**src/hw/rtl/lm_pkg.sv**
```systemverilog
// ----------------------------------------------------------------------------
// lm_pkg: shared types and constants for the list median core
// Holds the cell control word and the request and result field widths.
// ----------------------------------------------------------------------------
package lm_pkg;

   localparam int MEDIAN_BITS = 33;
   localparam int COUNT_BITS  = 8;
   localparam int REQ_BITS    = 32;

   // One command word, broadcast to every cell of the chain
   typedef struct packed {
      logic insert;  // place the broadcast value in ascending order
      logic shift;   // move every entry one cell toward the head
      logic clear;   // drop all entries
   } cell_ctrl_type;

endpackage

```
**src/hw/rtl/lm_cell.sv**
```systemverilog
// ----------------------------------------------------------------------------
// lm_cell: one cell of the sorting chain
// Holds one element and a valid bit. On insert it keeps its element, takes
// its left neighbor's or takes the new value; on shift it takes the right.
// ----------------------------------------------------------------------------
module lm_cell #(
   parameter int VALUE_BITS = 32,
   parameter bit FIRST      = 1'b0
) (
   input  logic                          clock,
   input  logic                          reset,
   input  lm_pkg::cell_ctrl_type         ctrl,
   input  logic signed [VALUE_BITS-1:0]  new_value,
   input  logic                          left_valid,
   input  logic signed [VALUE_BITS-1:0]  left_value,
   input  logic                          right_valid,
   input  logic signed [VALUE_BITS-1:0]  right_value,
   output logic                          cell_valid,
   output logic signed [VALUE_BITS-1:0]  cell_value
);
   import lm_pkg::*;

   logic                         valid_ff;
   logic                         valid_in;
   logic signed [VALUE_BITS-1:0] value_ff;
   logic signed [VALUE_BITS-1:0] value_in;
   logic                         keep;
   logic                         left_ok;
   logic                         left_gt;

   // An empty cell acts as plus infinity; the head has an open slot on its left
   assign keep    = valid_ff && (value_ff <= new_value);
   assign left_ok = FIRST ? 1'b1 : left_valid;
   assign left_gt = !FIRST && left_valid && (left_value > new_value);

   always_comb begin
      valid_in = valid_ff;
      value_in = value_ff;
      if (ctrl.clear) begin
         valid_in = 1'b0;
      end else if (ctrl.shift) begin
         valid_in = right_valid;
         value_in = right_value;
      end else if (ctrl.insert) begin
         if (!keep && left_ok) begin
            valid_in = 1'b1;
            value_in = left_gt ? left_value : new_value;
         end
      end
   end

   always_ff @(posedge clock) begin
      if (reset) begin
         valid_ff <= 1'b0;
      end else begin
         valid_ff <= valid_in;
      end
   end

   always_ff @(posedge clock) begin
      value_ff <= value_in;
   end

   assign cell_valid = valid_ff;
   assign cell_value = value_ff;

endmodule

```
**config.mk**
```make
export PLATFORM = sky130hd
export DESIGN_NAME = lm_cell
export DESIGN_NICKNAME = d
export VERILOG_FILES = /design/src/hw/rtl/lm_pkg.sv /design/src/hw/rtl/lm_cell.sv
export SDC_FILE = /design/constraint.sdc
export NUM_CORES = 1
export LEC_CHECK = 0
export BUFFER_PORTS_ARGS = -buffer_cell sky130_fd_sc_hd__buf_2
export CORE_UTILIZATION = 35
export DETAILED_ROUTE_END_ITERATION = 7
export PLACE_DENSITY = 0.61
export SYNTH_ARGS = -nofsm -noshare
export SYNTH_HDL_FRONTEND = slang
export SYNTH_SLANG_ARGS = --single-unit
```
**constraint.sdc**
```tcl
create_clock -name clock -period 3 [get_ports clock]
set_input_delay 0.45 -clock clock [delete_from_list [all_inputs] [get_ports clock]]
set_output_delay 0.45 -clock clock [all_outputs]
set_load 0.02 [all_outputs]
```
Yosys cells after proc, flatten, opt, wreduce, memory -nomap -nowiden
Cells that the tools add are included.
{"block": "totals", "mem_count": 0, "mem_bits_rw": 0, "register_bits": 33, "word_cells": 21, "latchBits": 0, "output_inout_bits": 33, "rom_bits": 0}
{"block": "op_classes", "magnitude_cmp": 2, "n_bitwise": 1, "muxes": 7, "shifts": 0, "n_div": 0, "eq_ne": 0, "n_mul": 0, "n_reduce_logical": 9, "addsub": 0}
{"cell": "2-to-1 mux 32 bit", "n": 4}
{"cell": "> comparator 32 bit", "n": 1}
{"cell": "<= comparator 32 bit", "n": 1}
{"cell": "nonzero test 2 bit", "n": 2}
{"cell": "logical AND 1 bit", "n": 3}
{"cell": "2-to-1 mux 1 bit", "n": 3}
{"cell": "AND reduction 3 bit", "n": 1}
{"cell": "AND reduction 2 bit", "n": 1}
{"cell": "OR reduction 2 bit", "n": 1}
{"cell": "logical NOT 1 bit", "n": 1}
{"cell": "NOT 1 bit", "n": 1}

Logic depth before layout (Yosys ltp)
Gate-level depths: netlist (run 1).
{"block": "logic_depth", "depth_word": 7, "ltp_mapped": 10}

Worst setup path before layout (run 1)
No wires, ideal clock.
{"block": "synth_path", "path_type": "flip-flop to flip-flop", "startpoint": "reg value_ff[17], in the netlist cell_value[17]", "endpoint": "reg value_ff[0], in the netlist cell_value[0], enable pin", "required_ns": 2.604, "setup_slack_ns": -0.186, "stages_incl_launch_ff": 8, "arrival_ns": 2.790, "n_path_buf": 0, "setup_ns": 0.396, "path_cell_list": "edfxtp_1 ha_1 a21o_1 a21o_1 a21oi_1 o22ai_1 a2111oi_0 a311o_1"}
{"block": "synth_via", "elab_chain_len": 6}
{"element": "from (decl)", "line": "lm_cell.sv:25", "text": "logic signed [VALUE_BITS-1:0] value_ff;"}
{"element": "from (signal assigned)", "line": "lm_cell.sv:61", "text": "value_ff <= value_in;"}
{"element": "<= comparator 32 bit", "line": "lm_cell.sv:32", "text": "assign keep = valid_ff && (value_ff <= new_value);"}
{"element": "logical AND 1 bit", "line": "lm_cell.sv:32"}
{"element": "logical NOT 1 bit", "line": "lm_cell.sv:45", "text": "if (!keep && left_ok) begin"}
{"element": "logical AND 1 bit", "line": "lm_cell.sv:45"}
{"element": "nonzero test 2 bit (no line)"}
{"element": "AND reduction 3 bit (no line)"}
Every way passes these cells.
A chain may end at the register's enable or synchronous reset.

Worst setup path in the final report (run 1)
{"block": "layout_path", "startpoint": "reg value_ff[31], in the netlist cell_value[31]", "endpoint": "reg value_ff[11], in the netlist cell_value[11], enable pin"}
The elaborated chain is that of the path after synthesis.

==> results of run 1 <==
==> logic make-up (layout without fill, tap and decap cells) <==
| group | Yosys count | count (layout) |
|---|---|---|
| compound gates | 61 | 61 |
| fa+ha+maj | 64 | 64 |
| buf+inv | 58 | 189 |
| flops | 33 | 33 |
| simple gates | 182 | 182 |
==> state kept, by name, indices dropped and copies added (netlist names) <==
register	count
cell_value	32
cell_valid	1
==> layer usage <==
| layer | global-route usage, % | share of wire, % | vias up |
|---|---|---|---|
| met1 | 25.1 | 45 | 1711 |
| met3 | 2.50 | 4.7 | 9 |
| met5 | 0 | 0 | - |
| met2 | 35.9 | 49 | 115 |
| li1 | - | - | 1787 |
| met4 | 3.62 | 1.0 | 0 |
==> path summary, 6_finish.rpt <==
kind | start | endpoint | cells past startpoint | slack [ps]
max | cell_value[31]$_DFFE_PP_ | cell_value[11]$_DFFE_PP_ | 9 | 130
min | reset | cell_valid$_SDFFE_PP0P_ | 2 | 340
max reg2reg | cell_value[31]$_DFFE_PP_ | cell_value[11]$_DFFE_PP_ | 9 | 130
min reg2reg | cell_valid$_SDFFE_PP0P_ | cell_valid$_SDFFE_PP0P_ | 4 | 720
==> cells in the mapped netlist, drive strengths merged, types with 2 or more instances <==
cell type	n	share of area, %
nand4b	64	15
nor4	2	0.51
nor2	10	1.0
o211ai	3	0.61
o22ai	2	0.34
nand4	15	3.1
dlygate4sd3	2	0.54
ha	64	22
a21o	13	2.6
nor3	2	0.27
a21boi	2	0.41
nand3	35	4.9
inv	35	3.6
nand2	43	4.4
nor2b	3	0.51
nand3b	2	0.41
buf	17	3.5
o21ai	6	0.81
o21a	2	0.41
edfxtp	32	26
clkbuf	4	0.88
a21oi	24	3.3
and4	2	0.51
==> cell type report <==
type | count | area share (%)
clock buffer | 6 | 1.61
clock inverter | 2 | 0.222
inverter | 35 | 2.91
multi-input combinational | 307 | 53.0
sequential | 33 | 21.7
tap | 136 | 3.77
timing repair buffer | 146 | 16.8
==> power by group <==
part | total, uW | internal, uW | switching [uW]
logic | 623 | 257 | 366
registers | 597 | 569 | 27.6
clock network | 350 | 161 | 189
==> timing repair <==
action,4_1_cts,5_1_grt
buffers inserted,0,0
endpoints found under the setup margin,0,24
hold endpoints to repair,0,0
gates resized for setup,0,1
==> metrics by stage <==
stage,power (uW),util (%)
3_5_place_dp,1230,43.1
4_1_cts,1580,43.9
6_report,1570,44.0
5_1_grt,1670,44.0
3_3_place_gp,1220,43.1
2_1_floorplan,1010,-
==> flow_summary.yaml, run 1 <==
status:
  outcome: "completed"
layout:
  final_cell_mix: "135 x buf_2, 64 x nand4b_1, 64 x ha_1"
  seq_area_sq_um: 981
  num-fill-cells: 1075
  nNetsFinal: 695
  area_growth_pct: 22.6
  multi_input_area_sq_um: 2390
  stdcell_count: 665
  insertedDiodeCount: 0
  drive_above_1_share_pct: 31.2
  final_common_cell: "buf_2"
  stdcell_area_sq_um: 4520
yosys:
  synthSimpleGateAreaFrac_pct: 31.8
  synth_top_family_by_area: "simple AND/OR/NAND/NOR gates"
  yosys_warnings: 0
  ys.flop_type: "edfxtp_1"
  muxShareOfSynthArea_pct: 0
  synthXorXnorAreaFrac_pct: 0
  ys_seq_area_share_pct: 26.6
  ys_ff_latch: 33
  syn_inst: 398
  synth_nets: 565
  async_flop_share_pct: 0
  yosysUniqueCellTypes: 48
  synth_compound_area_share_pct: 11.4
  syn_avg_cell_area_sq_um: 9.26
  yosys.area_share.adder_pct: 21.7
  synth-edff-count: 32
  netlist_area_sq_um: 3690
power_and_ir_drop:
  power.density_nw_per_um2: 347
  ir_drop_uv: 159
  power.leakage_uw: 0.00219
global_route:
  grt_usage_pct: 19.8
  grt.overflow.total: 0
  grt_max_degree: 67
  first_global_vias: 3586
  grt_pass1_wl_um: 17400
  antenna_found_initial: 0
drt:
  vias: 3622
  avgRoutedWirePerCell_um: 16.3
  ant_nets: 0
  firstDrtPassIters: 5
  vias_per_cell: 5.45
  drc: 0
  drtIter0Drc: 208
  wl_um: 10800
clock_tree:
  hold_buffers: 0
  cts.sink_count: 33
  clk_path_buf_depth: 2
  clock_latency_ps: 300
  clk_pin_slew_ps: 80
  cts_buffers: 5
  clockRootBuffer: "clkbuf_8"
  h-tree-depth: 2
  cts_tree: "yes"
floorplan:
  dieArea_sq_um: 10900
  die_x_um: 105
  design.core.area_sq_um: 10300
  die_y_um: 105
  initial_core_util_pct: 35.9
  rows: 37
  pin_count: 136
place:
  dpl_cell_area_sq_um: 4430
  numPortBuffers: 135
  dp_hpwl_um: 8410
  gp_congestion: 0.800
  pre_cts_ws_ps: -37.7
  placedCellCount: 657
timing:
  hold_viol: 0
  relSlewSlack_pct: 66.6
  rsz0062_at_grt: "false"
  drv_slew: 0
  worst_hold_slack_ps: 339
  fin_crit_ps: 2870
  setup_viol: 0
  fin_ws_ps: 134
  clock_skew_ps: 11.1
  fmax_ghz: 0.349
  tns_ps: 0
  worstMarginPinSlew_ps: 496
  period_share_pct: 95.5
worst_setup_path:
  critPathBufInv: 1
  cpMaxStageDelayCell: "or3_1"
  path_cells: "ha_1 > nand4_1 > or3_1 > nor2_1 > a31oi_1 > nand3b_1 > a21oi_1 > a311o_2 > buf_4"
  critical_path.max_fanout: 12
  crit_path_max_incr_delay_ps: 440
  start_kind: "flop"
  cp_data_arrival_time_ps: 2900
  path_delay_family: "simple AND/OR/NAND/NOR gates"
  path_class: "flop to flop"
  cp_data_required_time_ps: 3040
  setup.worst_path.end_class: "flop"
worst_hold_path:
  holdCritPathClass: "primary input to flop"
flow_run:
  max-cap-violations: 0
No activity file was read; power rests on OpenSTA's default activity.
==> run 2: changes to the inputs <==
--- a/config.mk
+++ b/config.mk
@@ -5,10 +5,11 @@
 export SDC_FILE = /design/constraint.sdc
 export NUM_CORES = 1
 export LEC_CHECK = 0
+export ABC_AREA = 1
 export BUFFER_PORTS_ARGS = -buffer_cell sky130_fd_sc_hd__buf_2
 export CORE_UTILIZATION = 35
 export DETAILED_ROUTE_END_ITERATION = 7
-export PLACE_DENSITY = 0.61
+export PLACE_DENSITY = 0.62
 export SYNTH_ARGS = -nofsm -noshare
 export SYNTH_HDL_FRONTEND = slang
 export SYNTH_SLANG_ARGS = --single-unit
==> run 2 against run 1 <==
Effect of this change: sequential share of layout area up 0.097 points; register-to-register slack improved by 250 ps; die area decreased by 4.3%; critical path depth is 3 higher; clock power grew 30%; critical path type unchanged; cell count increased by 15%; highest routed layer unchanged; largest cell class unchanged; non-clock buffer count decreased by 1.
==> flow_summary.yaml, run 2 <==
worst_setup_path:
  setup.worst_path.end_class: "flop"
  start_kind: "flop"
  startpoint: "cell_value[31]$_DFFE_PP_"
  cp_data_required_time_ps: 2970
  cp_data_arrival_time_ps: 2580
  r2r-start: "cell_value[31]$_DFFE_PP_"
  path_class: "flop to flop"
  critical_path.max_fanout: 18
yosys:
  synth-edff-count: 32
  yosysUniqueCellTypes: 26
  syn_avg_cell_area_sq_um: 7.08
  synth.most_common_cell: "nand2_1"
  ys_seq_area_share_pct: 27.8
  ys.flop_type: "edfxtp_1"
  synth_area_leaders: "edfxtp_1 27%, ha_1 23%, nand2_1 17%"
  ys_ff_latch: 33
  yosys-top-cells-count: "157 x nand2_1, 78 x inv_1, 72 x nand3_1"
  synth_nets: 665
  netlist_area_sq_um: 3520
  synth_top_cell_by_area: "edfxtp_1"
  yosys_warnings: 0
  async_flop_share_pct: 0
  synth_top_area_share_pct: 27.3
  syn_inst: 498
power_and_ir_drop:
  p_switching_uw: 541
  p_comb_share_pct: 35.6
  p_int_uw: 1040
  fin_total_pwr_uw: 1590
  pwr-share-clk_pct: 28.6
  swShare_pct: 34.1
  ir_drop_uv: 189
  power_frac_seq_pct: 35.8
  power.leakage_uw: 0.00256
  power.density_nw_per_um2: 352
timing:
  hold_viol: 0
  tns_ps: 0
  period_share_pct: 87.2
  relSlewSlack_pct: 62.7
  worstMarginPinSlew_ps: 556
  fmax_ghz: 0.382
  clock_skew_ps: 11.7
  rsz0062_at_grt: "false"
  drv_slew: 0
  setup_viol: 0
  fin_crit_ps: 2620
drt:
  avgRoutedWirePerCell_um: 13.1
  drc: 0
  vias: 3601
  vias_per_cell: 4.69
  ant_nets: 0
  wl_um: 10100
  drtIter0Drc: 133
  firstDrtPassIters: 4
clock_tree:
  hold_buffers: 0
  clockRootBuffer: "clkbuf_8"
  clk_pin_slew_ps: 80
  cts_buffers: 5
  post_cts_resized: 0
  cts.sink_count: 33
  clock_latency_ps: 290
  cts_setup_buffers: 0
  clk_path_buf_depth: 2
  cts_tree: "yes"
  h-tree-depth: 2
global_route:
  antenna_found_initial: 0
  first_global_vias: 3497
  grt_usage_pct: 20.2
  grt.overflow.total: 0
  grt_max_degree: 34
  grt_pass1_wl_um: 16400
floorplan:
  rows: 36
  die_y_um: 102
  die_x_um: 102
  initial_core_util_pct: 36.1
  design.core.area_sq_um: 9770
  pin_count: 136
  dieArea_sq_um: 10500
layout:
  post-route-util_pct: 46.0
  area_growth_pct: 27.6
  multi_input_area_sq_um: 2190
  largest_reg_flops: 32
  drive_above_1_share_pct: 25.0
  final_common_cell: "nand2_1"
  nNetsFinal: 801
  final_cell_mix: "157 x nand2_1, 135 x buf_2, 78 x inv_1"
  seq_area_sq_um: 981
  insertedDiodeCount: 0
  num-fill-cells: 1017
place:
  gp_congestion: 0.841
  numPortBuffers: 135
  dp_hpwl_um: 8010
worst_hold_path:
  holdCritPathClass: "primary input to flop"
  hp-start: "reset"
status:
  outcome: "completed"
flow_run:
  max-cap-violations: 0
==> run 2: path summary, 6_finish.rpt <==
kind         slack (ps)  cells after the start                       end
max reg2reg         380                     12  cell_value[30]$_DFFE_PP_
min reg2reg         660                      2   cell_valid$_SDFFE_PP0P_
min                 320                      2   cell_valid$_SDFFE_PP0P_
max                 380                     12  cell_value[30]$_DFFE_PP_
==> run 2: area by class of cell <==
class / count / area share, %
sequential: 33 / 21.8
inverter: 79 / 6.59
clock buffer: 7 / 1.92
multi-input combinational: 370 / 48.6
tap: 133 / 3.70
timing repair buffer: 145 / 16.7
clock inverter: 1 / 0.668
==> run 2: worst max-delay path, cell delays in order, from the launching register on <==
cell and delay (ps):
edfxtp_1 420, ha_1 380, nand2_1 90, nor2_1 160, nand2_1 130, nor3b_1 250, nand2_1 100, nand3_1 70
nand3_1 90, nand2_1 60, nand2_1 80, a21oi_4 130, buf_4 300
==> run 2: through the flow <==
stage,setup WS (ps),instance area (sq um),hold WS (ps),std cells
finish,385,4500,319,768
global placement,160,4380,607,760
global route,128,4500,311,768
detailed placement,165,4380,621,760
CTS,302,4500,309,768
floorplan,19.2,3530,528,498
==> run 2: cells by family (layout without fill, tap and decap cells) <==
family                   count (synthesis)  after routing  synth area share (%)
AND/OR/NAND/NOR                        259            259                  31.5
buffers and inverters                   95            232                  10.9
adder cells (fa/ha/maj)                 64             64                  22.7
AO/OA/AOI/OAI                           47             47                  7.14
flip-flops                              33             33                  27.8
==> run 2: metal layers <==
layer | track usage, % | up-vias | routed length [um]
li1 | - | 1911 | -
met1 | 26.6 | 1573 | 4750
met2 | 34.3 | 105 | 4680
met3 | 3.28 | 12 | 500
met4 | 4.95 | 0 | 116
met5 | 0 | - | 0
==> run 2: power groups by stage <==
stage          registers (uW)  clock network, uW  logic (uW)
3_3_place_gp              577                  0         556
3_5_place_dp              578                  0         567
6_report                  568                454         564
2_1_floorplan             614                  0         325
5_1_grt                   571                480         650
4_1_cts                   568                463         570
==> run 3: changes to the inputs <==
--- a/config.mk
+++ b/config.mk
@@ -7,6 +7,7 @@
 export LEC_CHECK = 0
 export ABC_AREA = 1
 export BUFFER_PORTS_ARGS = -buffer_cell sky130_fd_sc_hd__buf_2
+export CORE_MARGIN = 4
 export CORE_UTILIZATION = 35
 export DETAILED_ROUTE_END_ITERATION = 7
 export PLACE_DENSITY = 0.62
==> constraint.sdc (replaced) <==
create_clock -name clock -period 3 [get_ports clock]
set_input_delay 0.75 -clock clock [delete_from_list [all_inputs] [get_ports clock]]
set_output_delay 0.75 -clock clock [all_outputs]
set_load 0.1 [all_outputs]
==> run 3 against run 2 <==
Effect of this change: utilization rose by 0.91 points; design area rose by 2.0%; power rose by 10%; hold slack improved by 300 ps; first-iteration DRC count rose by 20%; maximum frequency fell by 6.6%; cell count rose by 0.91%; largest power group is now combinational cells.
==> flow_summary.yaml, run 3 (synthesis gave the netlist of run 2 again) <==
worst_setup_path:
  path_class: "primary input to flop"
  r2r-start: "cell_value[31]$_DFFE_PP_"
  reg2reg_to: "cell_value[12]$_DFFE_PP_"
  startpoint: "new_value[31]"
  cp_data_arrival_time_ps: 2790
  ff2ff_setup_slack_ps: 450
  setup.worst_path.end_class: "flop"
  start_kind: "primary input"
  reg2regPathDepth: 12
  cp_data_required_time_ps: 2990
  critical_path.max_fanout: 15
timing:
  clock_skew_ps: 6.64
  relSlewSlack_pct: 67.5
  tns_ps: 0
  setup_viol: 0
  hold_viol: 0
  worstMarginPinSlew_ps: 491
  drv_slew: 0
  fmax_ghz: 0.357
  period_share_pct: 93.4
  fin_crit_ps: 2800
  rsz0062_at_grt: "false"
  worst_hold_slack_ps: 620
layout:
  insertedDiodeCount: 0
  nNetsFinal: 808
  final_common_cell: "nand2_1"
  post-route-util_pct: 46.9
  stdcell_area_sq_um: 4590
  final_cell_mix: "156 x nand2_1, 135 x buf_2, 78 x inv_1"
  drive_above_1_share_pct: 26.3
  area_growth_pct: 30.1
  largest_reg_flops: 32
floorplan:
  initial_core_util_pct: 36.1
  die_x_um: 108
  pin_count: 136
  dieArea_sq_um: 11700
  rows: 36
  design.core.area_sq_um: 9770
  die_y_um: 108
clock_tree:
  cts.sink_count: 33
  cts_tree: "yes"
  post_cts_resized: 0
  clock_latency_ps: 280
  clk_path_buf_depth: 2
  hold_buffers: 0
  clockRootBuffer: "clkbuf_8"
  h-tree-depth: 2
  clk_pin_slew_ps: 70
  cts_setup_buffers: 0
  cts_buffers: 5
drt:
  drc: 0
  avgRoutedWirePerCell_um: 13.4
  firstDrtPassIters: 4
  drtIter0Drc: 159
  vias: 3676
  wl_um: 10400
  ant_nets: 0
  vias_per_cell: 4.74
global_route:
  grt.overflow.total: 0
  antenna_found_initial: 0
  grt_max_degree: 34
  first_global_vias: 3623
  grt_pass1_wl_um: 16500
  grt_usage_pct: 17.7
power_and_ir_drop:
  pwr-share-clk_pct: 23.9
  power_frac_seq_pct: 32.6
  ir_drop_uv: 170
  p_switching_uw: 715
  swShare_pct: 40.9
  p_int_uw: 1030
  power.density_nw_per_um2: 381
  p_comb_share_pct: 43.5
  power.leakage_uw: 0.00259
place:
  dp_hpwl_um: 8680
  numPortBuffers: 135
  gp_congestion: 0.886
  dpl_cell_area_sq_um: 4480
worst_hold_path:
  hp-start: "reset"
  holdCritPathClass: "primary input to flop"
  holdPathEnd: "cell_valid$_SDFFE_PP0P_"
  whs_path_depth: 2
flow_run:
  max-cap-violations: 0
status:
  outcome: "completed"
run 3: layer usage:
metal  share of wire, %  track usage [%]
met2                 46             29.8
met1                 47             23.1
met5                  0                0
met3                6.2             3.64
met4                1.3             4.60
run 3: cell type report:
type | count | area [sq um]
Fill cell | 995 | 5190
Multi-Input combinational cell | 370 | 2210
Sequential cell | 33 | 981
Timing Repair Buffer | 152 | 828
Inverter | 79 | 297
Tap cell | 133 | 166
Clock buffer | 6 | 72.6
Clock inverter | 2 | 33.8
run 3: worst max-delay path, cell delays in order:
cell	delay (ps)
buf_2	70
inv_1	50
buf_4	140
ha_4	280
nand2_1	70
nor2_1	170
nand2_1	130
nor3b_1	290
nand2_1	120
nand3_1	80
nand3_1	90
nand2_1	80
nand2_2	70
a21oi_4	220
buf_12	190
run 3: power groups by stage:
| stage | Sequential (uW) | Combinational, uW | Clock [uW] |
|---|---|---|---|
| global route | 572 | 844 | 456 |
| finish | 569 | 760 | 418 |
| global placement | 579 | 752 | 0 |
| CTS | 570 | 767 | 438 |
| detailed placement | 580 | 764 | 0 |
| floorplan | 792 | 329 | 0 |
run 3: per-stage QoR:
stage | cells | total power, uW | setup slack [ps]
floorplan | 498 | 1120 | -36.1
global placement | 767 | 1330 | -72.5
detailed placement | 767 | 1340 | -81.8
CTS | 775 | 1770 | 217
global route | 775 | 1870 | 18.7
finish | 775 | 1750 | 199
run 3: worst max path at each step:
stage	to	slack (ps)	depth (start not counted)
floorplan	cell_value[0]$_DFFE_PP_	-40	14
global placement	cell_value[17]$_DFFE_PP_	-70	15
detailed placement	cell_value[17]$_DFFE_PP_	-80	15
CTS	cell_value[14]$_DFFE_PP_	220	15
global route	cell_value[13]$_DFFE_PP_	20	15
finish	cell_value[12]$_DFFE_PP_	200	15
